`config.mk`:
```
export PLATFORM = sky130hd
export DESIGN_NAME = sliding_median_center_mean_filter
export DESIGN_NICKNAME = d
export VERILOG_FILES = /design/src/rtl/smf_pkg.sv /design/src/rtl/smf_cell.sv /design/src/rtl/smf_mean.sv /design/src/rtl/sliding_median_center_mean_filter.sv
export SDC_FILE = /design/constraint.sdc
export NUM_CORES = 2
export LEC_CHECK = 0
export BUFFER_PORTS_ARGS = -buffer_cell sky130_fd_sc_hd__buf_2
export CAP_MARGIN = 20
export CORE_MARGIN = 2
export CORE_UTILIZATION = 25
export DETAILED_ROUTE_END_ITERATION = 8
export GPL_TIMING_DRIVEN = 0
export HOLD_SLACK_MARGIN = 0.03
export SLEW_MARGIN = 40
export SYNTH_ARGS = -nofsm -noshare
export SYNTH_HDL_FRONTEND = slang
export SYNTH_HIERARCHICAL = 1
export SYNTH_SLANG_ARGS = --single-unit
export TNS_END_PERCENT = 50
```
`constraint.sdc`:
```
create_clock -name clk -period 9.4 [get_ports clk]
set_input_delay 1.41 -clock clk [delete_from_list [all_inputs] [get_ports clk]]
set_output_delay 1.41 -clock clk [all_outputs]
set_load 0.03 [all_outputs]
```
`src/rtl/smf_pkg.sv`:
```
// ----------------------------------------------------------------------------
// smf_pkg: shared types and constants of the sliding median / center mean filter
// Field widths, register indexes, reset values and state encodings.
// ----------------------------------------------------------------------------
package smf_pkg;

  localparam int WINDOW_MAX_DEF  = 16;
  localparam int SAMPLE_BITS_DEF = 16;
  localparam int WINDOW_MIN      = 3;

  // configuration port
  localparam int CFG_INDEX_W = 2;
  localparam int CFG_DATA_W  = 5;
  localparam int WS_W        = 5;
  localparam int EVEN_W      = 5;
  localparam int ODD_W       = 4;

  // result field
  localparam int FILL_FIELD_W = 5;

  localparam logic [WS_W-1:0]   WINDOW_SIZE_RST = WS_W'(15);
  localparam logic [EVEN_W-1:0] EVEN_COUNT_RST  = EVEN_W'(2);
  localparam logic [ODD_W-1:0]  ODD_COUNT_RST   = ODD_W'(3);

  typedef enum logic [CFG_INDEX_W-1:0] {
    REG_WINDOW_SIZE = 2'd0,
    REG_EVEN_COUNT  = 2'd1,
    REG_ODD_COUNT   = 2'd2
  } cfg_reg_t;

  typedef enum logic [1:0] {
    TOP_IDLE,
    TOP_SETUP,
    TOP_CALC,
    TOP_HOLD
  } top_state_t;

  typedef enum logic [1:0] {
    MEAN_IDLE,
    MEAN_SUM,
    MEAN_DIV
  } mean_state_t;

  // update command broadcast to every sorted cell
  typedef struct packed {
    logic load;   // take the new ordering this cycle
    logic drop;   // window full: the oldest word leaves
  } cell_ctl_t;

endpackage

```
`src/rtl/smf_cell.sv`:
```
// ----------------------------------------------------------------------------
// smf_cell: one slot of the sorted insertion chain
// Holds one sorted word; removes the leaving word and inserts the new one
// in the same update, looking only at its two neighbors.
// ----------------------------------------------------------------------------
module smf_cell
  import smf_pkg::*;
#(
  parameter int SAMPLE_BITS = SAMPLE_BITS_DEF
) (
  input  logic                          clk,
  input  cell_ctl_t                     ctl,
  input  logic                          live,        // slot index below length after removal
  input  logic signed [SAMPLE_BITS-1:0] sample,
  input  logic signed [SAMPLE_BITS-1:0] old_value,
  input  logic signed [SAMPLE_BITS-1:0] right_value,
  input  logic signed [SAMPLE_BITS-1:0] left_r,
  input  logic                          left_le,
  output logic signed [SAMPLE_BITS-1:0] value,
  output logic signed [SAMPLE_BITS-1:0] r_out,
  output logic                          le_out
);

  logic                          keep;
  logic signed [SAMPLE_BITS-1:0] r_here;
  logic signed [SAMPLE_BITS-1:0] value_next;

  // slots below the first copy of the leaving word stay, the rest close the gap
  assign keep   = value < old_value;
  assign r_here = (ctl.drop && !keep) ? right_value : value;
  assign r_out  = r_here;
  assign le_out = live && (r_here <= sample);

  always_comb begin
    if (le_out) begin
      value_next = r_here;
    end else if (left_le) begin
      value_next = sample;
    end else begin
      value_next = left_r;
    end
  end

  always_ff @(posedge clk) begin
    if (ctl.load) begin
      value <= value_next;
    end
  end

endmodule

```
`src/rtl/smf_mean.sv`:
```
// ----------------------------------------------------------------------------
// smf_mean: center span mean
// Sums the span one sorted word per cycle, then divides by the span length
// with a restoring divider, one quotient bit per cycle, truncating to zero.
// ----------------------------------------------------------------------------
module smf_mean
  import smf_pkg::*;
#(
  parameter int WINDOW_MAX  = WINDOW_MAX_DEF,
  parameter int SAMPLE_BITS = SAMPLE_BITS_DEF,
  localparam int IDX_W  = $clog2(WINDOW_MAX),
  localparam int FILL_W = $clog2(WINDOW_MAX + 1)
) (
  input  logic                          clk,
  input  logic                          rst,
  input  logic                          start,
  input  logic [IDX_W-1:0]              span_first,
  input  logic [FILL_W-1:0]             span_len,
  input  logic signed [SAMPLE_BITS-1:0] elem,
  output logic [IDX_W-1:0]              elem_index,
  output logic                          done,
  output logic signed [SAMPLE_BITS-1:0] mean
);

  localparam int SUM_W  = SAMPLE_BITS + FILL_W + 1;
  localparam int STEP_W = $clog2(SUM_W + 1);

  mean_state_t state, state_next;

  logic signed [SUM_W-1:0]  acc;
  logic [IDX_W-1:0]         idx;
  logic [FILL_W-1:0]        left;
  logic [FILL_W-1:0]        divisor;
  logic [SUM_W-1:0]         quo;
  logic [FILL_W-1:0]        rem;
  logic                     neg;
  logic [STEP_W-1:0]        step;

  logic signed [SUM_W-1:0]  sum_next;
  logic [SUM_W-1:0]         mag;
  logic [FILL_W:0]          sh;
  logic [FILL_W:0]          diff;
  logic                     ge;
  logic [SUM_W-1:0]         q_final;
  logic [SUM_W-1:0]         q_signed;
  logic                     last_add;
  logic                     last_step;

  assign elem_index = idx;
  assign sum_next   = acc + SUM_W'(elem);
  assign mag        = sum_next[SUM_W-1] ? SUM_W'(-sum_next) : SUM_W'(sum_next);
  assign sh         = {rem, quo[SUM_W-1]};
  assign diff       = sh - {1'b0, divisor};
  assign ge         = sh >= {1'b0, divisor};
  assign q_final    = {quo[SUM_W-2:0], ge};
  assign q_signed   = neg ? (~q_final + SUM_W'(1)) : q_final;
  assign last_add   = left == FILL_W'(1);
  assign last_step  = step == '0;

  always_ff @(posedge clk) begin
    if (rst) begin
      state <= MEAN_IDLE;
    end else begin
      state <= state_next;
    end
  end

  always_comb begin
    state_next = state;
    case (state)
      MEAN_IDLE: if (start)     state_next = MEAN_SUM;
      MEAN_SUM:  if (last_add)  state_next = MEAN_DIV;
      MEAN_DIV:  if (last_step) state_next = MEAN_IDLE;
      default:                  state_next = MEAN_IDLE;
    endcase
  end

  always_ff @(posedge clk) begin
    if (rst) begin
      done <= 1'b0;
    end else begin
      done <= (state == MEAN_DIV) && last_step;
    end
  end

  always_ff @(posedge clk) begin
    case (state)
      MEAN_IDLE: begin
        if (start) begin
          acc     <= '0;
          idx     <= span_first;
          left    <= span_len;
          divisor <= span_len;
        end
      end
      MEAN_SUM: begin
        acc  <= sum_next;
        idx  <= idx + IDX_W'(1);
        left <= left - FILL_W'(1);
        if (last_add) begin
          quo  <= mag;
          neg  <= sum_next[SUM_W-1];
          rem  <= '0;
          step <= STEP_W'(SUM_W - 1);
        end
      end
      MEAN_DIV: begin
        quo  <= q_final;
        rem  <= ge ? diff[FILL_W-1:0] : sh[FILL_W-1:0];
        step <= step - STEP_W'(1);
        if (last_step) begin
          mean <= q_signed[SAMPLE_BITS-1:0];
        end
      end
      default: begin
      end
    endcase
  end

endmodule

```
`src/rtl/sliding_median_center_mean_filter.sv`:
```
// ----------------------------------------------------------------------------
// sliding_median_center_mean_filter: sliding window center mean filter
// Keeps the latest samples in a sorted chain and returns the mean of the
// sorted words around the middle together with the window fill.
// ----------------------------------------------------------------------------
// One result word per input word. A sample enters the sorted cell chain as
// it is accepted (the oldest sample leaves at the same time once the window
// is full); then a setup state starts the mean unit, which sums the center
// span one sorted word per cycle and runs the restoring divider over
// SAMPLE_BITS + clog2(WINDOW_MAX+1) + 1 quotient bits (22 at the defaults);
// its done flag is registered, and then the output register is loaded.
// The next sample is taken as soon as the result sits in the output register;
// a word still waiting there holds the new result, and with it the input,
// back until it is taken.
// Writing window_size empties the window.
module sliding_median_center_mean_filter
  import smf_pkg::*;
#(
  parameter int WINDOW_MAX  = WINDOW_MAX_DEF,
  parameter int SAMPLE_BITS = SAMPLE_BITS_DEF,
  localparam int IN_W  = ((SAMPLE_BITS + 7) / 8) * 8,
  localparam int OUT_W = ((SAMPLE_BITS + FILL_FIELD_W + 7) / 8) * 8
) (
  input  logic                   clk,
  input  logic                   rst,
  input  logic                   s_axis_tvalid,
  output logic                   s_axis_tready,
  input  logic [IN_W-1:0]        s_axis_tdata,   // sample
  output logic                   m_axis_tvalid,
  input  logic                   m_axis_tready,
  output logic [OUT_W-1:0]       m_axis_tdata,   // filtered_value, fill_count
  input  logic                   cfg_write,
  input  logic [CFG_INDEX_W-1:0] cfg_index,
  input  logic [CFG_DATA_W-1:0]  cfg_data
);

  localparam int IDX_W  = $clog2(WINDOW_MAX);
  localparam int FILL_W = $clog2(WINDOW_MAX + 1);
  localparam int CMP_W  = (FILL_W > WS_W) ? FILL_W : WS_W;

  top_state_t state, state_next;

  logic [WS_W-1:0]   window_size;
  logic [EVEN_W-1:0] even_center_count;
  logic [ODD_W-1:0]  odd_center_count;

  logic [FILL_W-1:0] fill;
  logic [IDX_W-1:0]  ptr;
  logic signed [SAMPLE_BITS-1:0] arrival [WINDOW_MAX];

  logic signed [SAMPLE_BITS-1:0] out_value;
  logic [FILL_W-1:0]             out_fill;

  logic                          accept;
  logic signed [SAMPLE_BITS-1:0] sample;
  logic signed [SAMPLE_BITS-1:0] old_value;
  logic [CMP_W-1:0]              ws_ext;
  logic [FILL_W-1:0]             w_eff;
  logic                          full;
  logic [FILL_W-1:0]             rlen;
  cell_ctl_t                     ctl;

  logic signed [SAMPLE_BITS-1:0] sorted_q [WINDOW_MAX];
  logic signed [SAMPLE_BITS-1:0] r_chain  [WINDOW_MAX];
  logic                          le_chain [WINDOW_MAX];

  logic [CMP_W-1:0]              cnt_sel;
  logic [FILL_W-1:0]             span_len;
  logic [IDX_W-1:0]              span_first;
  logic                          mean_start;
  logic [IDX_W-1:0]              elem_index;
  logic                          mean_done;
  logic signed [SAMPLE_BITS-1:0] mean;
  logic                          out_free;

  assign sample    = s_axis_tdata[SAMPLE_BITS-1:0];
  assign accept    = s_axis_tvalid && s_axis_tready;
  assign old_value = arrival[ptr];

  // window size clamped to the legal range
  assign ws_ext = CMP_W'(window_size);
  always_comb begin
    if (ws_ext < CMP_W'(WINDOW_MIN)) begin
      w_eff = FILL_W'(WINDOW_MIN);
    end else if (ws_ext > CMP_W'(WINDOW_MAX)) begin
      w_eff = FILL_W'(WINDOW_MAX);
    end else begin
      w_eff = FILL_W'(ws_ext);
    end
  end

  assign full     = fill >= w_eff;
  assign rlen     = full ? fill - FILL_W'(1) : fill;
  assign ctl.load = accept;
  assign ctl.drop = full;

  // sorted cell chain
  for (genvar k = 0; k < WINDOW_MAX; k++) begin : g_cell
    logic signed [SAMPLE_BITS-1:0] right_value;
    logic signed [SAMPLE_BITS-1:0] left_r;
    logic                          left_le;

    if (k == WINDOW_MAX - 1) begin : g_last
      assign right_value = sorted_q[k];
    end else begin : g_mid
      assign right_value = sorted_q[k+1];
    end

    if (k == 0) begin : g_first
      assign left_r  = sample;
      assign left_le = 1'b1;
    end else begin : g_rest
      assign left_r  = r_chain[k-1];
      assign left_le = le_chain[k-1];
    end

    smf_cell #(
      .SAMPLE_BITS(SAMPLE_BITS)
    ) u_cell (
      .clk        (clk),
      .ctl        (ctl),
      .live       (FILL_W'(k) < rlen),
      .sample     (sample),
      .old_value  (old_value),
      .right_value(right_value),
      .left_r     (left_r),
      .left_le    (left_le),
      .value      (sorted_q[k]),
      .r_out      (r_chain[k]),
      .le_out     (le_chain[k])
    );
  end

  // arrival ring: ptr is the next free slot while filling, the oldest once full
  always_ff @(posedge clk) begin
    if (accept) begin
      arrival[ptr] <= sample;
    end
  end

  always_ff @(posedge clk) begin
    if (rst) begin
      window_size       <= WINDOW_SIZE_RST;
      even_center_count <= EVEN_COUNT_RST;
      odd_center_count  <= ODD_COUNT_RST;
      fill              <= '0;
      ptr               <= '0;
    end else if (cfg_write) begin
      case (cfg_index)
        REG_WINDOW_SIZE: begin
          window_size <= cfg_data[WS_W-1:0];
          fill        <= '0;
          ptr         <= '0;
        end
        REG_EVEN_COUNT: even_center_count <= cfg_data[EVEN_W-1:0];
        REG_ODD_COUNT:  odd_center_count  <= cfg_data[ODD_W-1:0];
        default: begin
        end
      endcase
    end else if (accept) begin
      if (!full) begin
        fill <= fill + FILL_W'(1);
      end
      if (FILL_W'(ptr) + FILL_W'(1) == w_eff) begin
        ptr <= '0;
      end else begin
        ptr <= ptr + IDX_W'(1);
      end
    end
  end

  // center span from the updated fill
  always_comb begin
    cnt_sel = fill[0] ? CMP_W'(odd_center_count) : CMP_W'(even_center_count);
    if (cnt_sel == '0) begin
      span_len = FILL_W'(1);
    end else if (cnt_sel > CMP_W'(fill)) begin
      span_len = fill;
    end else begin
      span_len = FILL_W'(cnt_sel);
    end
    span_first = IDX_W'((fill >> 1) - (span_len >> 1));
  end

  smf_mean #(
    .WINDOW_MAX (WINDOW_MAX),
    .SAMPLE_BITS(SAMPLE_BITS)
  ) u_mean (
    .clk       (clk),
    .rst       (rst),
    .start     (mean_start),
    .span_first(span_first),
    .span_len  (span_len),
    .elem      (sorted_q[elem_index]),
    .elem_index(elem_index),
    .done      (mean_done),
    .mean      (mean)
  );

  assign out_free = !m_axis_tvalid || m_axis_tready;

  always_ff @(posedge clk) begin
    if (rst) begin
      state <= TOP_IDLE;
    end else begin
      state <= state_next;
    end
  end

  always_comb begin
    state_next    = state;
    s_axis_tready = 1'b0;
    mean_start    = 1'b0;
    case (state)
      TOP_IDLE: begin
        s_axis_tready = 1'b1;
        if (s_axis_tvalid) state_next = TOP_SETUP;
      end
      TOP_SETUP: begin
        mean_start = 1'b1;
        state_next = TOP_CALC;
      end
      TOP_CALC: if (mean_done) state_next = TOP_HOLD;
      TOP_HOLD: if (out_free)  state_next = TOP_IDLE;
      default:                 state_next = TOP_IDLE;
    endcase
  end

  always_ff @(posedge clk) begin
    if (rst) begin
      m_axis_tvalid <= 1'b0;
    end else if (state == TOP_HOLD && out_free) begin
      m_axis_tvalid <= 1'b1;
    end else if (m_axis_tready) begin
      m_axis_tvalid <= 1'b0;
    end
  end

  always_ff @(posedge clk) begin
    if (state == TOP_HOLD && out_free) begin
      out_value <= mean;
      out_fill  <= fill;
    end
  end

  assign m_axis_tdata = OUT_W'({FILL_FIELD_W'(out_fill), out_value});

endmodule
```
# Word level (Yosys, flattened, before mapping)
# Memory sizes are Yosys's and may differ from the RTL's. A register that Yosys moved wholly into a read port is not among the register bits.
# Cells that the tools add are included.
classes:
  mux: 93
  reduce_logical: 73
  magnitude_cmp: 53
  n_bitwise: 3
  addsub: 12
  eq_ne: 17
op_table:
  columns: ["operator", "count"]
  rows:
  - ["$mux 16", 48]
  - ["$le 16x16->1", 16]
  - ["$lt 16x16->1", 15]
  - ["$pmux 22 s2", 2]
  - ["$mux 5", 14]
  - ["$mux 22", 3]
  - ["$bmux 16 s4", 1]
  - ["$lt 4x5->1 const A", 8]
  - ["$logic_and 1x1->1", 34]
  - ["$pmux 5 s2", 3]
  - ["$mux 4", 7]
  - ["$add 22x16->22", 1]
  - ["$neg 22->22", 1]
  - ["$lt 3x5->1 const A", 4]
  - ["$reduce_and 2->1", 10]
  - ["$add 16x1->16 const B", 1]
  - ["$logic_not 1->1", 16]
  - ["$not 16->16", 1]
  - ["$sub 5x1->5 const B", 3]
  - ["$mux 2", 6]
  - ["$logic_not 5->1", 2]
  - ["$lt 1x5->1 const A", 2]
  - ["$lt 2x5->1 const A", 2]
  - ["$reduce_and 3->1", 3]
  - ["26 further kinds", 48]
totals:
  regBits: 391
  in_bits: 28
  mem_count: 1
  ram_bits: 256
  output_inout_bits: 26
memory_table:
  columns: ["name", "words", "width", "read_ports", "rd_ports_with_merged_regs", "wr", "line", "source"]
  rows:
  - ["arrival", 16, 16, 1, 1, 1, "sliding_median_center_mean_filter.sv:49", "logic signed [SAMPLE_BITS-1:0] arrival [WINDOW_MAX];"]

# Logic depth before layout (Yosys ltp)
logic_depth:
  depth_word: 10
  mapped_depth: 27

# Modules after synthesis
# The synthesis kept the hierarchy.
by_module_without_submodules:
  columns: ["mod", "instances", "area_per_inst_um2", "cells_per_inst"]
  rows:
  - ["smf_cell at g_cell[0].u_cell ...", 15, 1891.8, 179]
  - ["sliding_median_center_mean_filter", 1, 14463.9, 780]
  - ["smf_mean", 1, 5676.7, 554]
  - ["smf_cell at g_cell[9].u_cell", 1, 1916.8, 179]

# Worst setup path after synthesis
# No wires, ideal clock.
synth_timing:
  kind: "input-to-reg"
  from: "input port s_axis_tvalid"
  to: "memory arrival[10][0] (netlist name), enable pin"
  path_slack_ns: 1.450
  arrival_ns: 7.577
  path_buffers: 0
  t_required_ns: 9.026
  cell_stages: 4
  setup_time_ns: 0.374
  cell_sequence: "nand2_1 > inv_1 > and3_1 > and2_1"
synth_between:
  elab_chain_cells: 3
synth_rtl:
  columns: ["element", "line", "source"]
  rows:
  - ["start: declaration", "sliding_median_center_mean_filter.sv:26", "input logic s_axis_tvalid,"]
  - ["$logic_and 1x1->1", "sliding_median_center_mean_filter.sv:77", "assign accept = s_axis_tvalid && s_axis_tready;"]
  - ["net accept", "sliding_median_center_mean_filter.sv:54", "logic accept;"]
  - ["$mux 1", "sliding_median_center_mean_filter.sv:136", "if (accept) begin"]
  - ["$mux 1 (not written as such)", "sliding_median_center_mean_filter.sv:137", "arrival[ptr] <= sample;"]
  - ["end: declaration", "sliding_median_center_mean_filter.sv:49", null]
# The timed path passes the listed nets, and every way through them passes these cells.

==> key figures <==
Run status
  – Status: complete, no violations

Die
  – Starting density of the core: approximately a quarter
  – Die Footprint: around 0.21 mm²
  – Standard cell core area: 0.200 mm²
  – Vert. Die Dim: 453 µm
  – Chip Width: 453 µm
  – I/O pin cnt: 54
  – # rows: 164

Critical path
  – Worst endpoint required time: 9850 ps
  – Worst setup SP type: flip-flop
  – CP top delay family: buffers and inverters
  – Setup CP Type: reg2reg
  – Setup crit end kind: flip-flop
  – Critical path arrival: about 9500 ps
  – Crit-path max cell delay: 940 ps
  – CP max-delay cell: mux4_4
  – WP buf/inv: 9
  – Top cell by count, worst path: clkbuf_1
  – Worst-path fanout max: 16

STA
  – Setup Skew: 23.8 ps
  – Slew headroom: 36.3%
  – Final setup margin: 380 ps
  – Tcrit/Tclk final: 96.0%
  – RSZ-0062 raised after global routing: no
  – Final Hold Viols: 0
  – Setup violators final: 0
  – Final Critical Period: 9020 ps
  – Fmax: 111 MHz
  – Worst Tran Pin Value: 955 ps
  – Final Max Tran Viols: 0

Flow run
  – Max-Cap Viols: 0

Finish
  – Final non-filler cell total: between 7000 and 8000
  – Area delta synth->final: 12.8%
  – Fillers: a little over 20000
  – Layout net count: a little under 5000
  – Post-route cell area: 0.0569 mm²
  – Layout cells sized above 1: 27.9%

Global routing
  – First-pass GRT wire length: 236 mm
  – Largest net degree at the start of global routing: 77
  – Initial antenna violation count: 13
  – Vias in the first global route: 35700
  – GRT Total Usage: 15.3%
  – GRT overflow: 0

Clock tree
  – H-tree levels: 3
  – Total CTS buffers: 75
  – CTS sink cnt: 651
  – Clk slew on worst S/H paths: 60 ps
  – Clk_lat worst skew: 710 ps
  – Clk root buf: clkbuf_16
  – Post-CTS sizing: 0
  – CTS tree: yes
  – Postcts setup bufs: 0
  – Longest Clk Path Bufs: 3
  – Hold_buf cts: 0

Synthesis
  – Cells after Synth: 4196
  – Yosys Warn Count: 6
  – Mapped Area: 0.0504 mm²
  – Post-synthesis area per instance: 12.0 µm²

Drt
  – 1st-iter DRT viols: 3570
  – Routed vias/inst: roughly 5.1
  – Drt pass-1 iters: 6
  – Total wire length: 160 mm
  – Routed WL per cell: 22.7 µm
  – Post-detailed-route count of antenna-violating nets: 0
  – Via count: 35800
  – DRC errors left: 0

Placement
  – Gpl congestion: 0.919
  – Placed cell areas: between 0.05 and 0.06 mm²
  – Placed Instances: between 6000 and 7000
  – Port Buf Inserts: 50
  – Post-DP HPWL: between 100 and 150 mm
  – Placement Setup Slack: 487 ps

Hold path
  – Hold WC Path Type: reg2reg

Power and ir drop
  – VDD IR-drop max: 253 µV
  – Pwr dens: 311 mW/mm²
  – LEAKAGE: 22.7 nW
## cells in the final DEF, fill, tap and decap left out, drive strengths merged, types with 16 or more instances in the layout
cell type	instances
mux2	727
edfxtp	618
inv	577
ha	552
clkbuf	165
mux4	160
a21oi	152
nand2	140
buf	138
nor2	127
nand4	99
o21ai	83
a21o	82
nand2b	73
mux2i	66
nor3	54
nand3	46
xnor2	39
a31oi	38
dfxtp	33
o2111ai	31
clkinv	29
nor2b	28
o211ai	27
nor4	26
a211oi	25
or2	24
and2	22
o31ai	21
xor2	18
a311oi	16
o311a	16
## registers in the layout, indices dropped and copies added, names as in the netlist, 16 cells and up, named ones only
name	flops
arrival	256
g_cell.u_cell/value	256
out_value	16
u_mean/acc	22
u_mean/mean	16
u_mean/quo	22
## power by group
part	switching (W)	internal (W)	total, W
logic	0.00563	0.00407	0.00970
registers	0.000694	0.00415	0.00484
clock network	0.00133	0.00179	0.00312
total	0.00766	0.0100	0.0177
## per-layer routing
metal / track usage [%] / wire length [µm]
met2: 24.7 / 74000
met3: 3.23 / 12400
met5: 0 / 84
met1: 19.9 / 67500
met4: 6.18 / 6520
## worst paths after layout
check,start,to,slack (ps),cells after the start
worst max-delay path,flip-flop,g_cell[2].u_cell/value[12]$_DFFE_PP_,380,26
worst min-delay path,u_mean/mean[6]$_DFFE_PP_,out_value[6]$_DFFE_PP_,420,0
worst max register to register,flip-flop,g_cell[2].u_cell/value[12]$_DFFE_PP_,380,26
worst min register to register,u_mean/mean[6]$_DFFE_PP_,out_value[6]$_DFFE_PP_,420,0
## stage by stage
step	util (%)	hold slack, ps	total power, W	setup TNS (ps)
global placement	27.0	407	0.0142	-587130
detailed placement	27.1	406	0.0143	0
finish	28.4	416	0.0177	0
CTS	28.4	418	0.0176	0
floorplan	-	400	0.0114	0
global route	28.4	422	0.0188	0
## cell type report
class                   count  area [µm²]  area share [%]
plain buffers             153        1030            1.81
repair buffers             58         438           0.770
clock inverters            45         592            1.04
inverters                 575        2170            3.81
well taps                2656        3320            5.84
multi-input cells        2819       28100            49.4
flip-flops and latches    651       19200            33.8
diodes                      6        15.0          0.0264
clock buffers              92        1970            3.46
Note: power is estimated with default switching activity, not from simulation.
